**config.mk**
```make
export PLATFORM = sky130hd
export DESIGN_NAME = json_token_scanner
export DESIGN_NICKNAME = d
export VERILOG_FILES = /design/src/jts_pkg.sv /design/src/jts_core.sv /design/src/jts_out.sv /design/src/json_token_scanner.sv
export VERILOG_INCLUDE_DIRS = /design/src /design/src/src
export SDC_FILE = /design/constraint.sdc
export NUM_CORES = 1
export LEC_CHECK = 0
export ABC_AREA = 1
export BUFFER_PORTS_ARGS = -buffer_cell sky130_fd_sc_hd__buf_4
export CORE_MARGIN = 8
export CORE_UTILIZATION = 60
export DETAILED_ROUTE_END_ITERATION = 10
export HOLD_SLACK_MARGIN = 0.03
export PLACE_DENSITY = 0.83
export SLEW_MARGIN = 20
export SYNTH_ARGS = -nofsm -noshare
export SYNTH_HDL_FRONTEND = slang
export SYNTH_SLANG_ARGS = --single-unit
export TNS_END_PERCENT = 50
```
**constraint.sdc**
```tcl
create_clock -name clock -period 10.03 [get_ports clock]
set_input_delay 0.5015 -clock clock [delete_from_list [all_inputs] [get_ports clock]]
set_output_delay 0.5015 -clock clock [all_outputs]
set_load 0.01 [all_outputs]
```
**src/json_token_scanner_assert.svh**
```systemverilog
// Assertion macros shared by the JSON token scanner RTL.
`ifndef JSON_TOKEN_SCANNER_ASSERT_SVH
`define JSON_TOKEN_SCANNER_ASSERT_SVH

// The consequent must hold in the same cycle as the antecedent.
`define JTS_ASSERT_IMPLIES(label, clk, rst, ante, cons) \
   label: assert property (@(posedge clk) disable iff (rst) (ante) |-> (cons)) \
      else $error("scanner assertion failed");

// The consequent must hold in the cycle after the antecedent.
`define JTS_ASSERT_NEXT(label, clk, rst, ante, cons) \
   label: assert property (@(posedge clk) disable iff (rst) (ante) |=> (cons)) \
      else $error("scanner assertion failed");

`endif

```
**src/jts_pkg.sv**
```systemverilog
// Types, constants and character helpers for the JSON token scanner.
`default_nettype none
package jts_pkg;

   localparam int OFFSET_BITS_DEFAULT = 24;
   localparam int FIELD_BITS = 24;
   localparam logic [FIELD_BITS-1:0] FIELD_MAX = '1;

   localparam logic [3:0] KIND_UNKNOWN       = 4'd0;
   localparam logic [3:0] KIND_OPEN_BRACKET  = 4'd1;
   localparam logic [3:0] KIND_CLOSE_BRACKET = 4'd2;
   localparam logic [3:0] KIND_OPEN_BRACE    = 4'd3;
   localparam logic [3:0] KIND_CLOSE_BRACE   = 4'd4;
   localparam logic [3:0] KIND_COLON         = 4'd5;
   localparam logic [3:0] KIND_COMMA         = 4'd6;
   localparam logic [3:0] KIND_STRING        = 4'd7;
   localparam logic [3:0] KIND_NUMBER        = 4'd8;
   localparam logic [3:0] KIND_LITERAL       = 4'd9;
   localparam logic [3:0] KIND_END           = 4'd10;

   localparam logic [1:0] LIT_TRUE  = 2'd0;
   localparam logic [1:0] LIT_FALSE = 2'd1;
   localparam logic [1:0] LIT_NULL  = 2'd2;

   typedef enum logic [3:0] {
      MODE_IDLE,
      MODE_SLASH,
      MODE_LINE_COMMENT,
      MODE_BLOCK_COMMENT,
      MODE_BLOCK_STAR,
      MODE_STRING,
      MODE_ESCAPE,
      MODE_NUMBER,
      MODE_WORD,
      MODE_DONE
   } mode_type;

   typedef struct packed {
      logic [3:0]            kind;
      logic [FIELD_BITS-1:0] start;
      logic [FIELD_BITS-1:0] length;
      logic [FIELD_BITS-1:0] line;
   } lex_token_type;

   typedef struct packed {
      logic [1:0]          count;
      lex_token_type [2:0] entries;
   } token_set_type;

   typedef struct packed {
      logic [2:0] flags;
      logic [2:0] index;
   } word_state_type;

   function automatic logic [FIELD_BITS-1:0] sat_field(logic [31:0] v);
      sat_field = (v > 32'(FIELD_MAX)) ? FIELD_MAX : v[FIELD_BITS-1:0];
   endfunction

   function automatic logic is_eol(logic [7:0] c);
      is_eol = (c == "\n") || (c == "\r");
   endfunction

   function automatic logic is_space(logic [7:0] c);
      is_space = (c == " ") || (c == 8'h09) || (c == 8'h0B) || (c == 8'h0C) || is_eol(c);
   endfunction

   function automatic logic is_letter(logic [7:0] c);
      is_letter = ((c >= "a") && (c <= "z")) || ((c >= "A") && (c <= "Z"));
   endfunction

   function automatic logic is_numch(logic [7:0] c);
      is_numch = ((c >= "0") && (c <= "9")) || (c == "-") || (c == ".");
   endfunction

   function automatic logic [2:0] lit_len(logic [1:0] k);
      unique case (k)
         LIT_TRUE:  lit_len = 3'd4;
         LIT_FALSE: lit_len = 3'd5;
         LIT_NULL:  lit_len = 3'd4;
         default:   lit_len = 3'd0;
      endcase
   endfunction

   function automatic logic [7:0] lit_char(logic [1:0] k, logic [2:0] i);
      logic [39:0] text;
      unique case (k)
         LIT_TRUE:  text = {"true", 8'h00};
         LIT_FALSE: text = "false";
         LIT_NULL:  text = {"null", 8'h00};
         default:   text = '0;
      endcase
      unique case (i)
         3'd0:    lit_char = text[39:32];
         3'd1:    lit_char = text[31:24];
         3'd2:    lit_char = text[23:16];
         3'd3:    lit_char = text[15:8];
         3'd4:    lit_char = text[7:0];
         default: lit_char = 8'h00;
      endcase
   endfunction

   function automatic word_state_type word_track(word_state_type s, logic [7:0] c);
      word_state_type r;
      r = s;
      for (int k = 0; k < 3; k++) begin
         if (s.flags[k] && ((s.index >= lit_len(2'(k))) || (lit_char(2'(k), s.index) != c))) begin
            r.flags[k] = 1'b0;
         end
      end
      if (s.index != 3'd7) begin
         r.index = s.index + 3'd1;
      end
      word_track = r;
   endfunction

   function automatic logic [3:0] word_kind(word_state_type s);
      logic hit;
      hit = 1'b0;
      for (int k = 0; k < 3; k++) begin
         if (s.flags[k] && (s.index == lit_len(2'(k)))) begin
            hit = 1'b1;
         end
      end
      word_kind = hit ? KIND_LITERAL : KIND_UNKNOWN;
   endfunction

   function automatic logic [3:0] punct_kind(logic [7:0] c);
      priority if (c == "[") punct_kind = KIND_OPEN_BRACKET;
      else if (c == "]") punct_kind = KIND_CLOSE_BRACKET;
      else if (c == "{") punct_kind = KIND_OPEN_BRACE;
      else if (c == "}") punct_kind = KIND_CLOSE_BRACE;
      else if (c == ":") punct_kind = KIND_COLON;
      else if (c == ",") punct_kind = KIND_COMMA;
      else punct_kind = KIND_UNKNOWN;
   endfunction

   function automatic logic is_punct(logic [7:0] c);
      is_punct = (c == "[") || (c == "]") || (c == "{") || (c == "}") || (c == ":") || (c == ",");
   endfunction

endpackage
`default_nettype wire

```
**src/jts_core.sv**
```systemverilog
// Scanner state and per-byte token decision for the JSON token scanner.
`default_nettype none
module jts_core import jts_pkg::*; #(
   parameter int OFFSET_BITS = OFFSET_BITS_DEFAULT
) (
   input  logic          clock,
   input  logic          reset,
   input  logic [7:0]    data_byte,
   input  logic          final_byte,
   input  logic          commit,
   output token_set_type token_set
);

   mode_type               mode_ff, mode_in;
   logic [OFFSET_BITS-1:0] offset_ff, offset_in;
   logic [OFFSET_BITS-1:0] origin_ff, origin_in;
   logic [FIELD_BITS-1:0]  line_ff, line_in;
   word_state_type         word_ff, word_in;

   logic [OFFSET_BITS-1:0] pos, next, fin_len;
   logic                   to_idle;
   logic                   a_v, bc_v, d_v;
   lex_token_type          a_tok, bc_tok, d_tok;

   always_comb begin
      pos       = offset_ff;
      next      = (pos != '1) ? pos + 1'b1 : pos;
      mode_in   = mode_ff;
      offset_in = offset_ff;
      origin_in = origin_ff;
      line_in   = line_ff;
      word_in   = word_ff;
      to_idle   = 1'b0;
      a_v       = 1'b0;
      bc_v      = 1'b0;
      d_v       = 1'b0;
      a_tok     = '0;
      bc_tok    = '0;
      d_tok     = '0;
      fin_len   = '0;
      a_tok.line = line_ff;

      if (mode_ff != MODE_DONE) begin
         offset_in = next;
         unique case (mode_ff)
            MODE_SLASH: begin
               if (data_byte == "/") mode_in = MODE_LINE_COMMENT;
               else if (data_byte == "*") mode_in = MODE_BLOCK_COMMENT;
               else begin
                  a_v          = 1'b1;
                  a_tok.kind   = KIND_UNKNOWN;
                  a_tok.start  = sat_field(32'(origin_ff));
                  a_tok.length = 24'd1;
                  to_idle      = 1'b1;
               end
            end
            MODE_LINE_COMMENT: begin
               if ((data_byte == 8'h00) || is_eol(data_byte)) to_idle = 1'b1;
            end
            MODE_BLOCK_COMMENT: begin
               if (data_byte == 8'h00) to_idle = 1'b1;
               else if (data_byte == "*") mode_in = MODE_BLOCK_STAR;
            end
            MODE_BLOCK_STAR: begin
               if (data_byte == 8'h00) to_idle = 1'b1;
               else if (data_byte == "/") mode_in = MODE_IDLE;
               else if (data_byte != "*") mode_in = MODE_BLOCK_COMMENT;
            end
            MODE_STRING, MODE_ESCAPE: begin
               a_tok.kind   = KIND_STRING;
               a_tok.start  = sat_field(32'(origin_ff));
               a_tok.length = sat_field(32'(pos - origin_ff));
               if (data_byte == 8'h00) begin
                  a_v     = 1'b1;
                  to_idle = 1'b1;
               end else if (mode_ff == MODE_ESCAPE) mode_in = MODE_STRING;
               else if (data_byte == "\"") begin
                  a_v     = 1'b1;
                  mode_in = MODE_IDLE;
               end else if (data_byte == "\\") mode_in = MODE_ESCAPE;
            end
            MODE_NUMBER: begin
               if (!(is_numch(data_byte) || (data_byte == "e") || (data_byte == "E"))) begin
                  a_v          = 1'b1;
                  a_tok.kind   = KIND_NUMBER;
                  a_tok.start  = sat_field(32'(origin_ff));
                  a_tok.length = sat_field(32'(pos - origin_ff));
                  to_idle      = 1'b1;
               end
            end
            MODE_WORD: begin
               if (is_letter(data_byte) || is_numch(data_byte) || (data_byte == "_")) begin
                  word_in = word_track(word_ff, data_byte);
               end else begin
                  a_v          = 1'b1;
                  a_tok.kind   = word_kind(word_ff);
                  a_tok.start  = sat_field(32'(origin_ff));
                  a_tok.length = sat_field(32'(pos - origin_ff));
                  to_idle      = 1'b1;
               end
            end
            default: to_idle = 1'b1;
         endcase

         if (to_idle) begin
            mode_in = MODE_IDLE;
            bc_tok.start  = sat_field(32'(pos));
            bc_tok.length = 24'd1;
            priority if (data_byte == 8'h00) begin
               bc_v          = 1'b1;
               bc_tok.kind   = KIND_END;
               bc_tok.length = '0;
               mode_in       = MODE_DONE;
            end else if (is_punct(data_byte)) begin
               bc_v        = 1'b1;
               bc_tok.kind = punct_kind(data_byte);
            end else if (data_byte == "/") begin
               origin_in = pos;
               mode_in   = MODE_SLASH;
            end else if (data_byte == "\"") begin
               origin_in = next;
               mode_in   = MODE_STRING;
            end else if (is_eol(data_byte)) begin
               if (line_ff != FIELD_MAX) line_in = line_ff + 1'b1;
            end else if (is_space(data_byte)) begin
               line_in = line_ff;
            end else if (is_letter(data_byte)) begin
               origin_in = pos;
               word_in   = word_track(word_state_type'{flags: 3'b111, index: 3'd0}, data_byte);
               mode_in   = MODE_WORD;
            end else if (is_numch(data_byte)) begin
               origin_in = pos;
               mode_in   = MODE_NUMBER;
            end else begin
               bc_v        = 1'b1;
               bc_tok.kind = KIND_UNKNOWN;
            end
         end

         if (final_byte && (mode_in != MODE_DONE)) begin
            fin_len = (next >= origin_in) ? next - origin_in : '0;
            unique case (mode_in)
               MODE_SLASH: begin
                  bc_v          = 1'b1;
                  bc_tok.kind   = KIND_UNKNOWN;
                  bc_tok.start  = sat_field(32'(origin_in));
                  bc_tok.length = 24'd1;
               end
               MODE_STRING, MODE_ESCAPE: begin
                  bc_v          = 1'b1;
                  bc_tok.kind   = KIND_STRING;
                  bc_tok.start  = sat_field(32'(origin_in));
                  bc_tok.length = sat_field(32'(fin_len));
               end
               MODE_NUMBER: begin
                  bc_v          = 1'b1;
                  bc_tok.kind   = KIND_NUMBER;
                  bc_tok.start  = sat_field(32'(origin_in));
                  bc_tok.length = sat_field(32'(fin_len));
               end
               MODE_WORD: begin
                  bc_v          = 1'b1;
                  bc_tok.kind   = word_kind(word_in);
                  bc_tok.start  = sat_field(32'(origin_in));
                  bc_tok.length = sat_field(32'(fin_len));
               end
               default: begin
               end
            endcase
            d_v          = 1'b1;
            d_tok.kind   = KIND_END;
            d_tok.start  = sat_field(32'(next));
            d_tok.length = '0;
            mode_in      = MODE_DONE;
         end
      end

      bc_tok.line = line_in;
      d_tok.line  = line_in;

      token_set.count      = 2'(a_v) + 2'(bc_v) + 2'(d_v);
      token_set.entries[0] = a_v ? a_tok : (bc_v ? bc_tok : d_tok);
      token_set.entries[1] = (a_v && bc_v) ? bc_tok : d_tok;
      token_set.entries[2] = d_tok;
   end

   always_ff @(posedge clock) begin
      if (reset) begin
         mode_ff   <= MODE_IDLE;
         offset_ff <= '0;
         origin_ff <= '0;
         line_ff   <= FIELD_BITS'(1);
         word_ff   <= word_state_type'{flags: 3'b111, index: 3'd0};
      end else if (commit) begin
         mode_ff   <= mode_in;
         offset_ff <= offset_in;
         origin_ff <= origin_in;
         line_ff   <= line_in;
         word_ff   <= word_in;
      end
   end

endmodule
`default_nettype wire

```
**src/jts_out.sv**
```systemverilog
// Result buffer that holds the tokens of one byte and hands them out one word at a time.
`default_nettype none
module jts_out import jts_pkg::*; (
   input  logic                  clock,
   input  logic                  reset,
   input  logic                  load,
   input  token_set_type         token_set,
   output logic                  load_ready,
   output logic                  rsp_valid,
   input  logic                  rsp_stall,
   output logic [3:0]            rsp_token_kind,
   output logic [FIELD_BITS-1:0] rsp_token_start,
   output logic [FIELD_BITS-1:0] rsp_token_length,
   output logic [FIELD_BITS-1:0] rsp_line_number,
   output logic                  rsp_run_last
);

   logic                valid_ff;
   logic [1:0]          count_ff;
   logic [1:0]          index_ff;
   lex_token_type [2:0] entry_ff;
   lex_token_type       current;
   logic                last;

   always_comb begin
      last             = (index_ff == (count_ff - 2'd1));
      load_ready       = !valid_ff || (last && !rsp_stall);
      current          = entry_ff[index_ff];
      rsp_valid        = valid_ff;
      rsp_token_kind   = current.kind;
      rsp_token_start  = current.start;
      rsp_token_length = current.length;
      rsp_line_number  = current.line;
      rsp_run_last     = last;
   end

   always_ff @(posedge clock) begin
      if (reset) begin
         valid_ff <= 1'b0;
         count_ff <= '0;
         index_ff <= '0;
      end else if (load) begin
         valid_ff <= 1'b1;
         count_ff <= token_set.count;
         index_ff <= '0;
      end else if (valid_ff && !rsp_stall) begin
         if (last) valid_ff <= 1'b0;
         else index_ff <= index_ff + 2'd1;
      end
   end

   always_ff @(posedge clock) begin
      if (load) entry_ff <= token_set.entries;
   end

endmodule
`default_nettype wire

```
**src/json_token_scanner.sv**
```systemverilog
// Top level of the JSON token scanner: input register, scanner core and result buffer.
// An accepted byte is registered in the input register; its tokens are registered in the result buffer.
// Throughput: one byte per cycle while each byte yields at most one token and rsp_stall is low;
// a byte that yields two or three tokens holds the result buffer until it has handed them all out.
// Reset: synchronous; the scanner returns to its idle state at offset zero and line one.
`default_nettype none
`include "json_token_scanner_assert.svh"
module json_token_scanner import jts_pkg::*; #(
   parameter int OFFSET_BITS = OFFSET_BITS_DEFAULT
) (
   input  logic                  clock,
   input  logic                  reset,
   input  logic                  req_valid,
   output logic                  req_stall,
   input  logic [7:0]            req_data_byte,
   input  logic                  req_final_byte,
   output logic                  rsp_valid,
   input  logic                  rsp_stall,
   output logic [3:0]            rsp_token_kind,
   output logic [FIELD_BITS-1:0] rsp_token_start,
   output logic [FIELD_BITS-1:0] rsp_token_length,
   output logic [FIELD_BITS-1:0] rsp_line_number,
   output logic                  rsp_run_last
);

   logic          in_valid_ff;
   logic [7:0]    byte_ff;
   logic          final_ff;
   logic          advance;
   logic          load;
   logic          out_ready;
   token_set_type token_set;

   always_comb begin
      advance   = in_valid_ff && ((token_set.count == 2'd0) || out_ready);
      load      = advance && (token_set.count != 2'd0);
      req_stall = in_valid_ff && !advance;
   end

   always_ff @(posedge clock) begin
      if (reset) begin
         in_valid_ff <= 1'b0;
      end else if (req_valid && !req_stall) begin
         in_valid_ff <= 1'b1;
      end else if (advance) begin
         in_valid_ff <= 1'b0;
      end
   end

   always_ff @(posedge clock) begin
      if (req_valid && !req_stall) begin
         byte_ff  <= req_data_byte;
         final_ff <= req_final_byte;
      end
   end

   jts_core #(
      .OFFSET_BITS(OFFSET_BITS)
   ) u_core (
      .clock      (clock),
      .reset      (reset),
      .data_byte  (byte_ff),
      .final_byte (final_ff),
      .commit     (advance),
      .token_set  (token_set)
   );

   jts_out u_out (
      .clock            (clock),
      .reset            (reset),
      .load             (load),
      .token_set        (token_set),
      .load_ready       (out_ready),
      .rsp_valid        (rsp_valid),
      .rsp_stall        (rsp_stall),
      .rsp_token_kind   (rsp_token_kind),
      .rsp_token_start  (rsp_token_start),
      .rsp_token_length (rsp_token_length),
      .rsp_line_number  (rsp_line_number),
      .rsp_run_last     (rsp_run_last)
   );

   `JTS_ASSERT_IMPLIES(a_load_has_room, clock, reset, load, out_ready)
   `JTS_ASSERT_NEXT(a_last_word_drains, clock, reset, rsp_valid && !rsp_stall && rsp_run_last && !load, !rsp_valid)
   `JTS_ASSERT_IMPLIES(a_end_is_last, clock, reset, rsp_valid && (rsp_token_kind == KIND_END), rsp_run_last)
   `JTS_ASSERT_IMPLIES(a_stall_needs_word, clock, reset, req_stall, in_valid_ff && (token_set.count != 2'd0))

endmodule
`default_nettype wire
```
* Yosys cells after proc, flatten, opt, wreduce, memory -nomap -nowiden
Cells that the tools add are included.
** Word-level totals
- Register bits after elaboration :: 325
- Output and inout port bits :: 79
- Word-level logic and storage cells :: 377
** Operators by class
- $add $sub $neg :: 9
- Order comparisons :: 13
- Equal/unequal tests :: 55
- Mux-type cells :: 209
- Bitwise operators :: 1
- Reduce and logical (&&, ||, !) cells :: 66
** Operator list (count)
- $mux 24 :: 21
- $mux 52 :: 9
- $pmux 52 s4 :: 2
- $mux 76 :: 4
- $mux 8 :: 36
- $bmux 76 s2 :: 1
- $mux 4 :: 30
- $mux 3 :: 39
- $eq 8x7->1 const B :: 9
- $mux 6 :: 11
- $eq 8x6->1 const B :: 8
- $mux 1 :: 49
- $add 24x1->24 const B :: 2
- $mux 48 :: 1
- $ne 24x24->1 const B :: 2
- $ne 8x8->1 :: 6
- $pmux 7 s5 :: 1
- $eq 8x4->1 const B :: 4
- $gt 32x24->1 const B :: 1
- $eq 4x3->1 const B :: 7
- $pmux 7 s4 :: 1
- $logic_or 1x1->1 :: 26
- $sub 24x24->25 :: 1
- $ge 24x24->1 :: 1
- 39 further kinds :: 81

* Logic depth before layout (Yosys ltp)
Gate-level depths: netlist (run 1).
- Depth after elaboration :: 39
- Depth in mapped cells :: 32
- Mapped depth without buffers :: 30

* Hierarchy
A second synthesis (run 1) with hierarchy kept.
** Unflattened totals
- Cells, all modules :: 2843
- Area, all modules :: 21438.1 µm²
** By module, submodules not included
- jts_core :: instances 1, cells an instance 2207, area each 12246.7 µm², seq. area each 1641.6 µm²
- jts_out :: instances 1, cells an instance 613, area each 8833.5 µm², seq. area each 6946.7 µm²
- json_token_scanner :: instances 1, cells an instance 23, area each 357.8 µm², seq. area each 290.3 µm²

* Worst setup path before layout (run 1)
OpenSTA, ideal clock, no wires.
- Path type :: flip-flop to flip-flop
- Start point :: reg byte_ff[4]
- End point :: reg u_out.entry_ff[0] in the netlist's numbering (enable)
- Setup time :: 529 ps
- Arrival :: 6914 ps
- Setup slack :: 2587 ps
- Cell stages (with the launch flop) :: 27
- Path buffers :: 2
- Clock period less this slack :: 7443 ps
- Cell sequence :: edfxtp_1 > buf_6 > inv_6 > nand2_1 > nor2_2 > nand2_2 > nand3_2 > nand4_4 > nor2_8 > nor2_8 > buf_6 > nand2_1 > o21ai_2 > nand3_1 > nand2_2 > inv_2 > nand3_2 > nand2_2 > nand2_4 > nand2_4 > inv_1 > fa_1 > o21ai_0 > nand2_1 > inv_1 > o21ai_0 > inv_1
** RTL lines
- from (decl) :: RTL line json_token_scanner.sv:27 : logic [7:0] byte_ff;
- from (signal assigned) :: RTL line json_token_scanner.sv:52 : byte_ff <= req_data_byte;
- to (signal assigned) :: RTL line jts_out.sv:53 : if (load) entry_ff <= token_set.entries;
- to (decl) :: RTL line jts_out.sv:21 : lex_token_type [2:0] entry_ff;

==> summary.md, run 1 <==
| Metric | Value |
|---|---|
| N_diodes | 0 |
| Max-slew headroom | 29.6% |
| Synth cell types | 59 |
| Final setup violation count | 0 |
| Inst Count DP | 2939 |
| Starting Density | 60.7% |
| Hold WC Path Type | input pin to flip-flop |
| Worst path bufs/invs | 8 |
| Crit Path Category | flip-flop to flip-flop |
| Slowest cell on the critical path | clkinv_1 |
| GRT Total Usage | 33.7% |
| Fin worst setup slack | 2.30 ns |
| Largest cells by area after synthesis | edfxtp_1 30%, nand2_1 14%, dfxtp_1 9.5%, o21ai_0 6.4%, nand3_1 6.3% |
| Number of global-route vias before repair | 17600 |
| GRT overflow | 0 |
| Synth Flop Type | edfxtp_1 |
| Area post-placement | 19300 µm² |
| CTS buffer count | 30 |
| H-tree depth | 1 |
| Leading area contributor after synthesis | edfxtp_1 |
| Most common cell in the netlist | nand2_1 |
| Largest net degree at the start of global routing | 84 |
| P_leak | 9.02 nW |
| Ys Warns | 0 |
| Buffers added on ports | 91 |
| Reg clk slew, reported paths | 0.06 ns |
| Post-CTS Setup Inserts | 0 |
| Clk Latency, worst-skew pair | 0.58 ns |
| Final nets | 2639 |
| DRC | 0 |
| Final Wtd Congestion | 1.02 |
| Pwr per Cell Area | 303 nW/µm² |
| Area grow syn2layout | 10.1% |
| Die Span Y | 192 µm |
| Asr flop ratio synth | 0% |
| Final Max Slew Viols | 0 |
| Initial DRC Count | 2125 |
| WL final | 62.7 mm |
| Clock Tree Root | clkbuf_16 |
| Dpl ws | 2.49 ns |
| Final antenna-violating net count | 0 |
| Crit path launch type | flip-flop |
| Fin cells | 2996 |
| CP delay by family, top | simple AND/OR/NAND/NOR gates |
| First-pass GRT wire length | 97.7 mm |
| Critical Path RT | 10.50 ns |
| Design Area, Final | 20400 µm² |
| Avg Vias per Cell | 6.19 |
| Core area | 30500 µm² |
| CTS max path bufs | 3 |
| Cts repair resizes | 0 |
| EDFF count, synth | 186 |
| IO Count | 92 |
| Proportion of synthesized chip area in sequential cells | 39.6% |
| Drt wl/cell | 20.9 µm |
| Die area | 36800 µm² |
| Commonest cells in the netlist | 674 x nand2_1, 270 x inv_1, 238 x o21ai_0 |
| Register bit count reported by yosys | 274 |
| Crit path largest cell delay | 0.91 ns |
| Die width | 192 µm |
| IR drop worst, VDD | 0.000223 V |
| Final hold vios | 0 |
| Hold buffers post-CTS | 0 |
| Layout cells sized above 1 | 10.0% |
| Unrepaired setup endpoints after global routing | false |
| Mapped Avg Cell Area | 7.27 µm² |
| Syn Nets | 2613 |
| Vias | 18500 |
| Peak Freq | 129 MHz |
| CTS tree | built |
| Final clock skew | 0.0136 ns |
| Initial antenna violation count | 0 |
| Sinks on Clock Net | 274 |
| Area share of the largest cell type after synthesis | 30.1% |
| Tightest Pin Transition | 1.05 ns |
| HPWL Detailed | 45.0 mm |
| Status | finished, final reports clean |
| Cells after Synth | 2550 |
| Crit path DAT | 8.20 ns |
| Fin crit share | 77.1% |
| Max-Cap Viols | 0 |
| Critical path fanouts, max | 83 |
| Row cnt | 64 |
| CP Capture Type | flip-flop |
| Setup tns final | 0 ns |
| First-pass detailed-route iteration total | 8 |
| Min Clock Period, post-route | 7.73 ns |
| Cell Area, Synth | 18500 µm² |
## final timing paths
kind	slack, ns	start	cells after the start	to
max	2.30	byte_ff[3]$_DFFE_PP_	27	u_core.mode_ff[0]$_SDFFE_PP0P_
min reg2reg	0.49	u_out.count_ff[1]$_SDFFE_PP0P_	2	u_out.count_ff[1]$_SDFFE_PP0P_
min	0.1	req_data_byte[4]	1	byte_ff[4]$_DFFE_PP_
max reg2reg	2.30	byte_ff[3]$_DFFE_PP_	27	u_core.mode_ff[0]$_SDFFE_PP0P_
## flip-flops by register name, summed over array words and instances (netlist names), 2 cells and up
signal	flops
byte_ff	8
u_core.line_ff	24
u_core.mode_ff	4
u_core.offset_ff	24
u_core.origin_ff	24
u_core.word_ff	6
u_out.count_ff	2
u_out.entry_ff	177
u_out.index_ff	2
## cells by family (layout without fill, tap and decap cells)
| family | after synthesis | in the layout | share of synthesized area (%) |
|---|---|---|---|
| flip-flops | 274 | 274 | 39.6 |
| AND/OR/NAND/NOR | 1255 | 1255 | 30.2 |
| adder cells (fa/ha/maj) | 50 | 50 | 3.50 |
| AO/OA/AOI/OAI | 499 | 499 | 14.5 |
| buffers and inverters | 406 | 456 | 8.97 |
| XOR/XNOR | 66 | 66 | 3.12 |
## power breakdown
part | switching [mW] | leakage (nW) | internal (mW)
clock network | 0.488 | 0.505 | 0.704
logic | 2.28 | 6.03 | 0.960
registers | 0.179 | 2.48 | 1.58
total | 2.95 | 9.02 | 3.24
## per-layer routing
layer / up-vias / wire length [µm] / GRT usage [%]
li1: 8639 / - / -
met1: 8517 / 25300 / 45.1
met2: 1192 / 27500 / 52.1
met3: 188 / 7140 / 6.99
met4: 0 / 2740 / 14.7
met5: - / 0 / 0
## area by class of cell
cell class | instances | area [µm²]
clock inverters | 19 | 258
inverters | 294 | 1120
flip-flops and latches | 274 | 7350
clock buffers | 37 | 807
well taps | 396 | 495
fillers | 2608 | 10100
repair buffers | 106 | 820
multi-input cells | 1870 | 9550
## stage by stage
stage / hold slack (ns) / util, % / total power [mW]
floorplan: 0.454 / - / 3.87
global placement: 0.469 / 63.2 / 4.81
detailed placement: 0.473 / 63.3 / 4.87
CTS: 0.0790 / 66.8 / 6.07
global route: 0.0807 / 66.9 / 6.55
finish: 0.0955 / 66.9 / 6.19
## cells in the final DEF (no fill, tap or decap), drive strengths merged, types with 12 or more instances in the layout
cell type and count:
o21ai 262, buf 106, o211ai 12, nand3 242
inv 292, xnor2 14, dfxtp 88, edfxtp 186
nor3 46, clkbuf 37, xor2 52, nand4 48
o22ai 28, nor2 191, a21oi 153, ha 47
nand2 703
(Power assumes the default switching activity.)
==> run 2: changes to the inputs <==
==> constraint.sdc (replaced) <==
create_clock -name clock -period 7.5 [get_ports clock]
set_input_delay 0.375 -clock clock [delete_from_list [all_inputs] [get_ports clock]]
set_output_delay 0.375 -clock clock [all_outputs]
set_load 0.01 [all_outputs]
==> run 2 against run 1 <==
- register-to-register slack got worse by 0.66 ns
- clock power rose by 29%
- maximum frequency rose by 32%
- first-iteration DRC count rose by 4.7%
- combinational power rose by 35%
- critical endpoint is now u_out.entry_ff[18]$_DFFE_PP_
- largest cell class unchanged
==> summary.md, run 2 (synthesized netlist as in run 1, its figures left out) <==
| Metric | Value |
|---|---|
| GRT Total Usage | 33.9% (was 33.7%) |
| FF/Latch Area | 7350 µm² (unchanged) |
| DRC | 0 (unchanged) |
| Max-slew headroom | 18.3% (was 29.6%) |
| Hold WC Path Type | input pin to flip-flop (unchanged) |
| Die area | 36800 µm² (unchanged) |
| Status | finished, final reports clean (unchanged) |
| Area post-placement | 19400 µm² (was 19300 µm²) |
| Clk Latency, worst-skew pair | 0.60 ns (was 0.58 ns) |
| P_leak | 9.07 nW (was 9.02 nW) |
| Final clock skew | 0.0187 ns (was 0.0136 ns) |
| Filler cells | 2572 (was 2608) |
| HPWL Detailed | 45.6 mm (was 45.0 mm) |
| Max-Cap Viols | 0 (unchanged) |
| Buffers added on ports | 91 (unchanged) |
| Commonest non-fill, non-tap cell in the layout | nand2_1 (unchanged) |
| Hold buffers post-CTS | 9 (was 0) |
| Final setup violation count | 0 (unchanged) |
| First-pass GRT wire length | 98.2 mm (was 97.7 mm) |
| Final nets | 2654 (was 2639) |
| Fin crit share | 78.1% (was 77.1%) |
| Initial DRC Count | 2225 (was 2125) |
| Drt wl/cell | 21.0 µm (was 20.9 µm) |
| Reg clk slew, reported paths | 0.06 ns (about the same) |
| Fin cells | 3010 (was 2996) |
| Peak Freq | 171 MHz (was 129 MHz) |
| Cts repair resizes | 0 (unchanged) |
| CTS tree | built (unchanged) |
| Crit Path Category | flip-flop to flip-flop (unchanged) |
| CTS max path bufs | 3 (unchanged) |
| GRT overflow | 0 (unchanged) |
| Final Wtd Congestion | 0.985 (was 1.02) |
| Reg with most FFs | u_out.entry_ff (unchanged) |
| Starting Density | 60.7% (unchanged) |
| Commonest non-fill, non-tap cells in the layout | 674 x nand2_1, 266 x inv_1, 238 x o21ai_0 (was 674 x nand2_1, 267 x inv_1, 238 x o21ai_0) |
| Avg Vias per Cell | 6.21 (was 6.19) |
| Fin worst setup slack | 1.64 ns (was 2.30 ns) |
| Final core utilization | 67.2% (was 66.9%) |
| Initial antenna violation count | 0 (unchanged) |
| Core area | 30500 µm² (unchanged) |
| Inst Count DP | 2946 (was 2939) |
| CP Capture Type | flip-flop (unchanged) |
| Die Span Y | 192 µm (unchanged) |
| Clock Tree Root | clkbuf_16 (unchanged) |
| Number of global-route vias before repair | 17500 (was 17600) |
| Critical Path RT | 7.78 ns (was 10.50 ns) |
| Row cnt | 64 (unchanged) |
| Final hold vios | 0 (unchanged) |
| Multi-input gate area | 9550 µm² (about the same) |
| IO Count | 92 (unchanged) |
| WL final | 63.1 mm (was 62.7 mm) |
| Final antenna-violating net count | 0 (unchanged) |
| Final Max Slew Viols | 0 (unchanged) |
| First-pass detailed-route iteration total | 8 (unchanged) |
| CTS buffer count | 30 (unchanged) |
| Vias | 18700 (was 18500) |
| Critical path fanouts, max | 65 (was 83) |
| Min Clock Period, post-route | 5.86 ns (was 7.73 ns) |
| Area grow syn2layout | 10.7% (was 10.1%) |
| H-tree depth | 1 (unchanged) |
| Setup tns final | 0 ns (unchanged) |
| Crit path launch type | flip-flop (unchanged) |
| Tightest Pin Transition | 1.21 ns (was 1.05 ns) |
| Post-CTS Setup Inserts | 0 (unchanged) |
| Largest net degree at the start of global routing | 83 (was 84) |
| N_diodes | 0 (unchanged) |
| Design Area, Final | 20500 µm² (was 20400 µm²) |
| IR drop worst, VDD | 0.000300 V (was 0.000223 V) |
| Die width | 192 µm (unchanged) |
| Crit path DAT | 6.13 ns (was 8.20 ns) |
| Dpl ws | 1.69 ns (was 2.49 ns) |
| Unrepaired setup endpoints after global routing | false (unchanged) |
| Max reg flops | 177 (unchanged) |
| Pwr per Cell Area | 402 nW/µm² (was 303 nW/µm²) |
| Layout cells sized above 1 | 10.0% (about the same) |
| Sinks on Clock Net | 274 (unchanged) |
[run 2: layer usage]
layer,track usage [%],up-vias,share of wire [%]
li1,-,8658,-
met1,45.8,8757,40
met2,53.1,1100,45
met3,6.14,167,12
met4,13.8,0,4.1
met5,0,-,0
[run 2: per-stage QoR]
stage | hold slack, ns | total power [mW]
finish | 0.109 | 8.25
global route | 0.123 | 8.74
CTS | 0.0909 | 8.12
detailed placement | 0.482 | 6.57
global placement | 0.471 | 6.47
floorplan | 0.454 | 5.18
[run 2: critical path, stage by stage, from the launching register on]
cell and delay (ns):
edfxtp_1 0.58, inv_6 0.17, nand2_1 0.09, nor2_2 0.18, nand2_2 0.27, nand3_2 0.22, nand4_4 0.15, nor2_8 0.44
o211ai_1 0.21, o21ai_2 0.13, inv_2 0.08, nand3_1 0.12, nand2_2 0.12, inv_2 0.08, nand3_2 0.11, nand2_2 0.12
nand2_4 0.08, nand2_4 0.11, inv_1 0.13, fa_1 0.50, o21ai_0 0.26, nand2_1 0.11, inv_1 0.08, o21ai_0 0.23
inv_6 0.55, buf_4 0.40
[run 2: power breakdown]
group | internal [mW] | switching [mW] | leakage, nW
combinational | 1.30 | 3.06 | 6.10
sequential | 2.10 | 0.236 | 2.48
clock | 0.884 | 0.658 | 0.494
total | 4.29 | 3.96 | 9.07
[run 2: worst paths after layout]
check	from	end	slack, ns	depth (start not counted)
min reg2reg	u_out.count_ff[1]$_SDFFE_PP0P_	u_out.count_ff[1]$_SDFFE_PP0P_	0.49	2
max reg2reg	byte_ff[4]$_DFFE_PP_	u_out.entry_ff[18]$_DFFE_PP_	1.64	25
max	byte_ff[4]$_DFFE_PP_	u_out.entry_ff[18]$_DFFE_PP_	1.64	25
min	rsp_stall	u_out.index_ff[0]$_SDFFE_PP0P_	0.11	4
[run 2: cell type report]
| class | count | area share [%] |
|---|---|---|
| Clock inverter | 12 | 0.769 |
| Tap cell | 396 | 2.42 |
| Multi-Input combinational cell | 1870 | 46.5 |
| Sequential cell | 274 | 35.8 |
| Timing Repair Buffer | 121 | 4.72 |
| Clock buffer | 43 | 4.25 |
| Inverter | 294 | 5.49 |
